### src/rtl/core/mhpq_pkg.sv
// Shared types and constants for the binary max-heap priority queue.
// Used by the controller, the datapath and the top level; no dependencies.
`default_nettype none

package mhpq_pkg;

  // stream payload layout
  localparam int unsigned OP_W       = 2;
  localparam int unsigned VALUE_W    = 32;
  localparam int unsigned RESULT_W   = 32;
  localparam int unsigned STATUS_W   = 2;
  localparam int unsigned COUNT_W    = 8;
  localparam int unsigned S_TDATA_W  = 40;
  localparam int unsigned M_TDATA_W  = 48;

  typedef enum logic [OP_W-1:0] {
    OP_INSERT = 2'd0,
    OP_POP    = 2'd1,
    OP_PEEK   = 2'd2
  } op_e;

  typedef enum logic [STATUS_W-1:0] {
    STATUS_OK    = 2'd0,
    STATUS_EMPTY = 2'd1,
    STATUS_FULL  = 2'd2
  } status_e;

  typedef enum logic [3:0] {
    S_IDLE,
    S_UP_CHK,
    S_UP_CMP,
    S_POP_A,
    S_POP_B,
    S_DN_CHK,
    S_DN_L,
    S_DN_R,
    S_PEEK_A,
    S_DONE
  } state_e;

  typedef enum logic [3:0] {
    DP_NONE,
    DP_INS_START,
    DP_POP_START,
    DP_PEEK_START,
    DP_ERR_EMPTY,
    DP_ERR_FULL,
    DP_NOP,
    DP_UP_CHK,
    DP_UP_CMP,
    DP_POP_A,
    DP_POP_B,
    DP_DN_CHK,
    DP_DN_L,
    DP_DN_R,
    DP_PEEK_A,
    DP_OUT_LOAD
  } dp_op_e;

  typedef struct packed {
    dp_op_e op;
  } cmd_t;

  typedef struct packed {
    logic empty;
    logic full;
    logic up_root;
    logic up_swap;
    logic dn_leaf;
    logic dn_has_right;
    logic dn_swap_l;
    logic dn_swap_r;
    logic out_free;
  } sts_t;

endpackage

`default_nettype wire

### src/rtl/core/mhpq_ctrl.sv
// Controller state machine for the max-heap priority queue: sequences the
// sift-up and sift-down walks. Depends on mhpq_pkg.
`default_nettype none

module mhpq_ctrl (
  input  wire logic                          clk_i,
  input  wire logic                          rst_ni,
  input  wire logic                          in_valid_i,
  input  wire logic [mhpq_pkg::OP_W-1:0]     in_op_i,
  output logic                               in_ready_o,
  input  wire mhpq_pkg::sts_t                sts_i,
  output mhpq_pkg::cmd_t                     cmd_o
);

  mhpq_pkg::state_e state_q, state_d;
  logic             accept;

  assign in_ready_o = (state_q == mhpq_pkg::S_IDLE);
  assign accept     = in_valid_i && in_ready_o;

  always_comb begin
    state_d = state_q;
    case (state_q)
      mhpq_pkg::S_IDLE: begin
        if (accept) begin
          case (in_op_i)
            mhpq_pkg::OP_INSERT: state_d = sts_i.full ? mhpq_pkg::S_DONE : mhpq_pkg::S_UP_CHK;
            mhpq_pkg::OP_POP:    state_d = sts_i.empty ? mhpq_pkg::S_DONE : mhpq_pkg::S_POP_A;
            mhpq_pkg::OP_PEEK:   state_d = sts_i.empty ? mhpq_pkg::S_DONE : mhpq_pkg::S_PEEK_A;
            default:             state_d = mhpq_pkg::S_DONE;
          endcase
        end
      end
      mhpq_pkg::S_UP_CHK: begin
        state_d = sts_i.up_root ? mhpq_pkg::S_DONE : mhpq_pkg::S_UP_CMP;
      end
      mhpq_pkg::S_UP_CMP: begin
        state_d = sts_i.up_swap ? mhpq_pkg::S_UP_CHK : mhpq_pkg::S_DONE;
      end
      mhpq_pkg::S_POP_A:  state_d = mhpq_pkg::S_POP_B;
      mhpq_pkg::S_POP_B:  state_d = mhpq_pkg::S_DN_CHK;
      mhpq_pkg::S_DN_CHK: begin
        state_d = sts_i.dn_leaf ? mhpq_pkg::S_DONE : mhpq_pkg::S_DN_L;
      end
      mhpq_pkg::S_DN_L: begin
        if (sts_i.dn_has_right) begin
          state_d = mhpq_pkg::S_DN_R;
        end else begin
          state_d = sts_i.dn_swap_l ? mhpq_pkg::S_DN_CHK : mhpq_pkg::S_DONE;
        end
      end
      mhpq_pkg::S_DN_R: begin
        state_d = sts_i.dn_swap_r ? mhpq_pkg::S_DN_CHK : mhpq_pkg::S_DONE;
      end
      mhpq_pkg::S_PEEK_A: state_d = mhpq_pkg::S_DONE;
      mhpq_pkg::S_DONE: begin
        if (sts_i.out_free) begin
          state_d = mhpq_pkg::S_IDLE;
        end
      end
      default: state_d = mhpq_pkg::S_IDLE;
    endcase
  end

  always_comb begin
    cmd_o.op = mhpq_pkg::DP_NONE;
    case (state_q)
      mhpq_pkg::S_IDLE: begin
        if (accept) begin
          case (in_op_i)
            mhpq_pkg::OP_INSERT:
              cmd_o.op = sts_i.full ? mhpq_pkg::DP_ERR_FULL : mhpq_pkg::DP_INS_START;
            mhpq_pkg::OP_POP:
              cmd_o.op = sts_i.empty ? mhpq_pkg::DP_ERR_EMPTY : mhpq_pkg::DP_POP_START;
            mhpq_pkg::OP_PEEK:
              cmd_o.op = sts_i.empty ? mhpq_pkg::DP_ERR_EMPTY : mhpq_pkg::DP_PEEK_START;
            default:
              cmd_o.op = mhpq_pkg::DP_NOP;
          endcase
        end
      end
      mhpq_pkg::S_UP_CHK: cmd_o.op = mhpq_pkg::DP_UP_CHK;
      mhpq_pkg::S_UP_CMP: cmd_o.op = mhpq_pkg::DP_UP_CMP;
      mhpq_pkg::S_POP_A:  cmd_o.op = mhpq_pkg::DP_POP_A;
      mhpq_pkg::S_POP_B:  cmd_o.op = mhpq_pkg::DP_POP_B;
      mhpq_pkg::S_DN_CHK: cmd_o.op = mhpq_pkg::DP_DN_CHK;
      mhpq_pkg::S_DN_L:   cmd_o.op = mhpq_pkg::DP_DN_L;
      mhpq_pkg::S_DN_R:   cmd_o.op = mhpq_pkg::DP_DN_R;
      mhpq_pkg::S_PEEK_A: cmd_o.op = mhpq_pkg::DP_PEEK_A;
      mhpq_pkg::S_DONE: begin
        if (sts_i.out_free) begin
          cmd_o.op = mhpq_pkg::DP_OUT_LOAD;
        end
      end
      default: cmd_o.op = mhpq_pkg::DP_NONE;
    endcase
  end

  always_ff @(posedge clk_i or negedge rst_ni) begin
    if (!rst_ni) begin
      state_q <= mhpq_pkg::S_IDLE;
    end else begin
      state_q <= state_d;
    end
  end

endmodule

`default_nettype wire

### config.mk
export PLATFORM = sky130hd
export DESIGN_NAME = mhpq_ctrl
export DESIGN_NICKNAME = d
export VERILOG_FILES = /design/src/rtl/core/mhpq_pkg.sv /design/src/rtl/core/mhpq_ctrl.sv
export SDC_FILE = /design/constraint.sdc
export NUM_CORES = 1
export LEC_CHECK = 0
export BUFFER_PORTS_ARGS = -buffer_cell sky130_fd_sc_hd__buf_2
export CAP_MARGIN = 20
export CORE_ASPECT_RATIO = 1.1
export CORE_MARGIN = 5
export CORE_UTILIZATION = 35
export CTS_BUF_LIST = sky130_fd_sc_hd__clkbuf_4
export DETAILED_ROUTE_END_ITERATION = 16
export HOLD_SLACK_MARGIN = 0.06
export SKIP_CTS_REPAIR_TIMING = 1
export SYNTH_ARGS = -nofsm -noshare
export SYNTH_HDL_FRONTEND = slang
export SYNTH_SLANG_ARGS = --single-unit
### constraint.sdc
create_clock -name clk_i -period 1.4 [get_ports clk_i]
set_input_delay 0.28 -clock clk_i [delete_from_list [all_inputs] [get_ports clk_i]]
set_output_delay 0.28 -clock clk_i [all_outputs]
set_load 0.03 [all_outputs]
After elaboration in Yosys (flattened, before gate mapping)
Cells that the tools add are included.
{"block": "word_totals", "reg_bits": 4, "output_inout_bits": 5, "elab_cells": 38}
{"block": "op_classes", "n_eq_ne": 13, "muxes": 20, "n_reduce_logical": 4}
{"cell": "$pmux 4 s10", "count": 2}
{"cell": "$mux 4", "count": 11}
{"cell": "$eq 4x3->1 const B", "count": 4}
{"cell": "$mux 3", "count": 4}
{"cell": "$pmux 4 s3", "count": 1}
{"cell": "$pmux 3 s3", "count": 1}
{"cell": "$eq 4x2->1 const B", "count": 2}
{"cell": "$eq 4x4->1 const B", "count": 2}
{"cell": "$eq 4x1->1 const B", "count": 1}
{"cell": "$logic_not 4->1", "count": 1}
{"cell": "$eq 2x1->1 const B", "count": 1}
{"cell": "$eq 2x2->1 const B", "count": 1}
{"cell": "$logic_not 2->1", "count": 1}
{"cell": "$ne 2x1->1 const B", "count": 1}
{"cell": "$ne 2x2->1 const B", "count": 1}
{"cell": "$reduce_and 2->1", "count": 1}
{"cell": "$logic_and 1x1->1", "count": 1}
{"cell": "$mux 1", "count": 1}

Longest topological paths before layout
Gate-level depths: netlist of the first run.
{"block": "depth", "word_depth": 4, "depth_mapped": 7, "mapped_depth_nobuf": 6}

Least setup slack after synthesis of the first run
Ideal clock, no wire load.
{"block": "synth_timing", "path_kind": "reg2out", "start": "reg state_q[2]", "end": "out cmd_o[2] (netlist name)", "arrival_time_ns": 1.992, "path_slack_ns": -0.872, "stages_incl_launch_ff": 7, "cell_sequence": "dfrtp_1 > clkbuf_2 > nor2_1 > nand2_1 > inv_1 > o311ai_0 > o21ai_0"}
{"element": "start: declaration", "line": "mhpq_ctrl.sv:15", "rtl": "mhpq_pkg::state_e state_q, state_d;"}
{"element": "start signal: assignment", "line": "mhpq_ctrl.sv:101", "rtl": "state_q <= mhpq_pkg::S_IDLE;"}
{"element": "start signal: assignment", "line": "mhpq_ctrl.sv:103", "rtl": "state_q <= state_d;"}
{"element": "end: declaration", "line": "mhpq_ctrl.sv:12", "rtl": "output mhpq_pkg::cmd_t cmd_o"}

==> results of run 1 <==
==> worst register-to-register path, cell delays in order, from the launching register on <==
cell     delay (ns)
dfrtp_2        0.45
buf_4          0.16
or4b_1         0.51
o31a_2         0.16
a21oi_2        0.12
o221a_1        0.17
==> synth_stat cells (2+ instances only) <==
cell type | n | area (sq um)
nor2b_1 | 5 | 31.28
clkbuf_1 | 4 | 15.01
dfrtp_1 | 4 | 100.1
nor2_1 | 5 | 18.77
nand3b_1 | 2 | 15.01
o21ai_0 | 8 | 40.04
inv_1 | 2 | 7.510
nor3_1 | 4 | 20.02
a21oi_1 | 6 | 30.03
nand2b_1 | 4 | 25.02
nand2_1 | 7 | 26.28
==> cells by family after synthesis <==
group	share of synthesized area, %
flip-flops	18.22
AND/OR/NAND/NOR	34.40
multiplexers	3.872
AO/OA/AOI/OAI	33.72
buffers and inverters	7.970
adder cells (fa/ha/maj)	1.822
==> stage by stage <==
stage,cells,power [mW],worst slack (ns)
3_3_place_gp,133,1.917,-0.1491
6_report,142,2.532,-0.3173
3_5_place_dp,133,1.947,-0.1993
2_1_floorplan,77,1.351,-0.1308
5_1_grt,142,2.697,-0.3762
4_1_cts,136,2.110,-0.4521
==> power breakdown <==
| part | leakage, nW | switching (mW) | internal (mW) | total, mW |
|---|---|---|---|---|
| clock | 0.0138 | 0.0605 | 0.0968 | 0.157 |
| sequential | 0.0464 | 0.110 | 0.175 | 0.285 |
| combinational | 0.417 | 0.989 | 1.10 | 2.09 |
| total | 0.477 | 1.16 | 1.37 | 2.53 |
==> layout make-up <==
class / instances / area, sq um / area share, %
multi-input combinational: 64 / 484.2 / 46.68
sequential: 4 / 105.1 / 10.13
clock buffer: 3 / 22.52 / 2.171
timing repair buffer: 52 / 394.1 / 38.00
tap: 17 / 21.27 / 2.051
inverter: 2 / 10.01 / 0.9650
==> path summary, 6_finish.rpt <==
kind,startpoint,endpoint,slack (ns),cells after the start
hold reg to reg,state_q[3],state_q[1],0.71,3
setup reg to reg,state_q[0],state_q[0],-0.24,5
hold / removal,rst_ni,state_q[1],0.37,2
min in group clk_i,in_valid_i,state_q[1],0.40,3
max in group asynchronous,rst_ni,state_q[3],0.90,2
setup / recovery,state_q[3],cmd_o[2],-0.32,6
==> layer usage <==
layer | track usage [%] | up-vias
met5 | 0 | -
li1 | - | 381
met3 | 4.844 | 9
met1 | 20.08 | 377
met2 | 31.28 | 25
met4 | 4.933 | 0
==> flow_summary.ini, run 1 <==
[cells_and_area]
area_delta_synth_final_pct = 88.84
fin_nets = 141
drive_above_1_share_pct = 60.00
final_area_sq_um = 1037
final_common_cell = buf_4
final_util_pct = 68.23
regMostFlops = state_q
top_regs = state_q (4)
largest_register_ffs = 4
layout_common_cells = buf_4, buf_2, buf_6
n_antenna_cell = 0
fill_cells = 135

[run]
maxCapViolations = 0

[grt]
grt_max_degree = 9
grt-ovfl-total = 0
grt_use_total_pct = 17.77
grt_pass1_vias = 803
grt_pass1_wl_um = 3222
antenna_found_initial = 0

[sta]
fmax_ghz = 0.5823
fin_skew_ns = 0.003233
whs_ns = 0.3671
tightest_slew_ns = 0.3430
setup_viol = 7
finalMaxSlewViolations = 0
rsz0062_at_grt = yes
fin_setup_tns_ns = -1.661
relSlewSlack_pct = 76.92
layout_worst_path_cycle_share_pct = 122.7
finalCriticalPeriod_ns = 1.717
hold_viol_final = 0
setup_slack_ns = -0.3173

[logic_synthesis]
synth_enable_flop_cells = 0
ys.flop_type = dfrtp_1
avgSynthCellArea_sq_um = 7.133
yosysUniqueCellTypes = 37
ys_warn_count = 0
async_flop_share_pct = 100.0
ys_seq_elements = 4
synth.cell_area_sq_um = 549.3
synth_nets = 91
netlist_instances = 77
ys_seq_area_share_pct = 18.22

[clock_tree]
tritoncts.num_buffers = 3
cts.reportedPaths.clkPinSlew_ns = 0.04
clk_latency_ns = 0.25
htreeDepth = 1
clock_path_buffers = 2
cts_tree = yes
cts.sinks = 4
root_buffer = clkbuf_4

[die]
initial_core_util_pct = 36.13
die_h_um = 51.55
die_area_sq_um = 2463
io_pins = 19
core_area_sq_um = 1520
die_x_um = 47.77
fp-row-count = 15

[worst_setup_path]
cp_data_arrival_time_ns = 1.44
cp_data_required_time_ns = 1.12
cp_cell_sequence = nor2_4, nand2_2, inv_4, o311ai_4, o21ai_4, buf_6
path_class = flip-flop to output port
cp_max_fo = 7
critical-path-top-delay-family = flip-flops
path_buf_inv = 2
cpPeakStageDelay_ns = 0.47
worst_setup_path_start_kind = flip-flop
end_kind = output port
crit_slowest_cell = dfrtp_2

[power]
power_density_nw_per_um2 = 2441
vdd_drop_max_uv = 1588
leakage_nw = 0.4775

[detailed_routing]
vias = 792
first_pass_iters = 4
viasPerCell = 5.577
drt_iter0_drc = 24
met3WireLength_um = 108
antenna_left = 0
highest_layer = met4
wl_um = 2124
met1_length_um = 799
wire_per_inst_um = 14.96
drc = 0
dr_wl_met2_um = 1148

[placement]
hpwl_um = 1585
gp_congestion = 0.7972
place_area_sq_um = 880.8
portBuffers = 18

[outcome]
violations = setup timing
status = finished with violations

[min_path]
hold_class = input port to asynchronous set/reset pin
Power figures use the tool's default switching activity.
==> inputs of run 2 (changes only) <==
clock period = 1.91 ns   (was 1.4 ns; I/O delays follow)
==> run 2 against run 1 <==
  * Largest cell class unchanged
  * Register-to-register slack gained 0.54 ns
  * Clock-buffer cell count stayed put
  * Clock skew is 0.00055 ns lower
  * Sequential share of layout area grew 3.5 points
  * Highest routed layer is now met3
  * Final cell count down 17%
  * Setup slack gained 0.39 ns
  * Combinational power down 50%
  * Largest power group unchanged
  * Die area unchanged
  * The run now ends clean
  * First-iteration DRC count is 63% lower
  * Utilization shrank 19 points
  * Critical endpoint unchanged
  * Clock power shrank 36%
  * Critical path depth did not move
==> flow_summary.ini, run 2 (same netlist as run 1, synthesis figures left out) <==
[outcome]
status = completed

[grt]
grt_pass1_vias = 584
antenna_found_initial = 0
grt-ovfl-total = 0
grt_max_degree = 18
grt_use_total_pct = 13.16
grt_pass1_wl_um = 2421

[clock_tree]
clk_latency_ns = 0.23
cts_tree = yes
cts.reportedPaths.clkPinSlew_ns = 0.04
htreeDepth = 1
root_buffer = clkbuf_4
tritoncts.num_buffers = 3
clock_path_buffers = 2
cts.sinks = 4

[cells_and_area]
drive_above_1_share_pct = 38.61
largest_register_ffs = 4
n_antenna_cell = 0
final_common_cell = buf_2
fin_nets = 117
top_regs = state_q (4)
area_delta_synth_final_pct = 35.31
layout_common_cells = buf_2, buf_4, nand2_1, o21ai_0, a21oi_1
fill_cells = 165
layout.cells.non_filler = 118
final_area_sq_um = 743.2
regMostFlops = state_q

[detailed_routing]
wl_um = 1531
viasPerCell = 5.593
antenna_left = 0
drc = 0
vias = 660
wire_per_inst_um = 12.97
drt_iter0_drc = 9
first_pass_iters = 4

[power]
leakage_nw = 0.3366
seq_power_share_pct = 11.9
p_sw_share_pct = 51.05
p_int_mw = 0.6347
combPwrFrac_pct = 80.4
vdd_drop_max_uv = 1012
power_mw = 1.296
power_density_nw_per_um2 = 1744
p_clk_share_pct = 7.7
p_switching_mw = 0.6618

[sta]
fin_setup_tns_ns = 0
hold_viol_final = 0
fin_skew_ns = 0.002680
finalMaxSlewViolations = 0
relSlewSlack_pct = 73.27
tightest_slew_ns = 0.3959
finalCriticalPeriod_ns = 1.835
setup_slack_ns = 0.07500
setup_viol = 0
fmax_ghz = 0.5450
layout_worst_path_cycle_share_pct = 96.07

[placement]
portBuffers = 18
place_area_sq_um = 683.2
dp_slack_ns = 0.1927
gp_congestion = 0.7874
place_inst = 112
hpwl_um = 1163

[worst_setup_path]
worst_setup_path_start_kind = flip-flop
crit_slowest_cell = dfrtp_1
end_kind = output port
path_class = flip-flop to output port
cp_max_fo = 4
cp_cell_sequence = nor2_2, nand2_1, inv_2, o311ai_0, o21ai_2, buf_6
cp_data_required_time_ns = 1.53
cpPeakStageDelay_ns = 0.41
cp_data_arrival_time_ns = 1.45

[die]
core_area_sq_um = 1520
fp-row-count = 15
io_pins = 19
die_x_um = 47.77
die_area_sq_um = 2463
die_h_um = 51.55
initial_core_util_pct = 36.13

[min_path]
hold_class = input port to asynchronous set/reset pin

[run]
maxCapViolations = 0
[run 2: final cells by class]
type                            count  area (sq um)  area share (%)
Timing Repair Buffer               28         173.9           23.40
Tap cell                           17         21.27           2.862
Clock buffer                        3         22.52           3.030
Sequential cell                     4         101.3           13.64
Multi-Input combinational cell     64         416.7           56.06
Inverter                            2         7.507           1.010
[run 2: final timing paths]
kind / from / endpoint / slack (ns) / cells past startpoint
max: state_q[0] / cmd_o[2] / 0.07 / 6
min: rst_ni / state_q[3] / 0.49 / 2
max reg2reg: state_q[0] / state_q[0] / 0.30 / 5
min reg2reg: state_q[1] / state_q[2] / 0.69 / 2
max in group asynchronous: rst_ni / state_q[2] / 1.30 / 2
min in group clk_i: in_valid_i / state_q[1] / 0.51 / 3
[run 2: worst max-delay path: cells and delay by family, from the launching register on]
family          cells  cell delay [ns]
simple gates        2             0.24
compound gates      2             0.33
flops               1             0.41
buf+inv             2             0.23
[run 2: layer usage]
layer / GRT usage, % / share of wire (%) / routed length (um)
met3: 4.498 / 6.8 / 104
met1: 17.76 / 46 / 706
met2: 20.70 / 47 / 720
met4: 1.345 / 0 / 0
met5: 0 / 0 / 0
[run 2: power by group through the flow]
stage | clock network [mW] | registers [mW] | logic (mW)
global route | 0.114 | 0.160 | 1.13
CTS | 0.107 | 0.159 | 0.986
floorplan | 0 | 0.136 | 0.745
global placement | 0 | 0.159 | 0.984
detailed placement | 0 | 0.159 | 0.982
finish | 0.100 | 0.154 | 1.04
[run 2: per-stage QoR]
stage	util [%]	hold slack [ns]
CTS	46.42	-0.05732
global placement	44.94	0.1871
global route	48.89	0.4959
floorplan	-	0.08641
detailed placement	44.94	0.1910
finish	48.89	0.4854
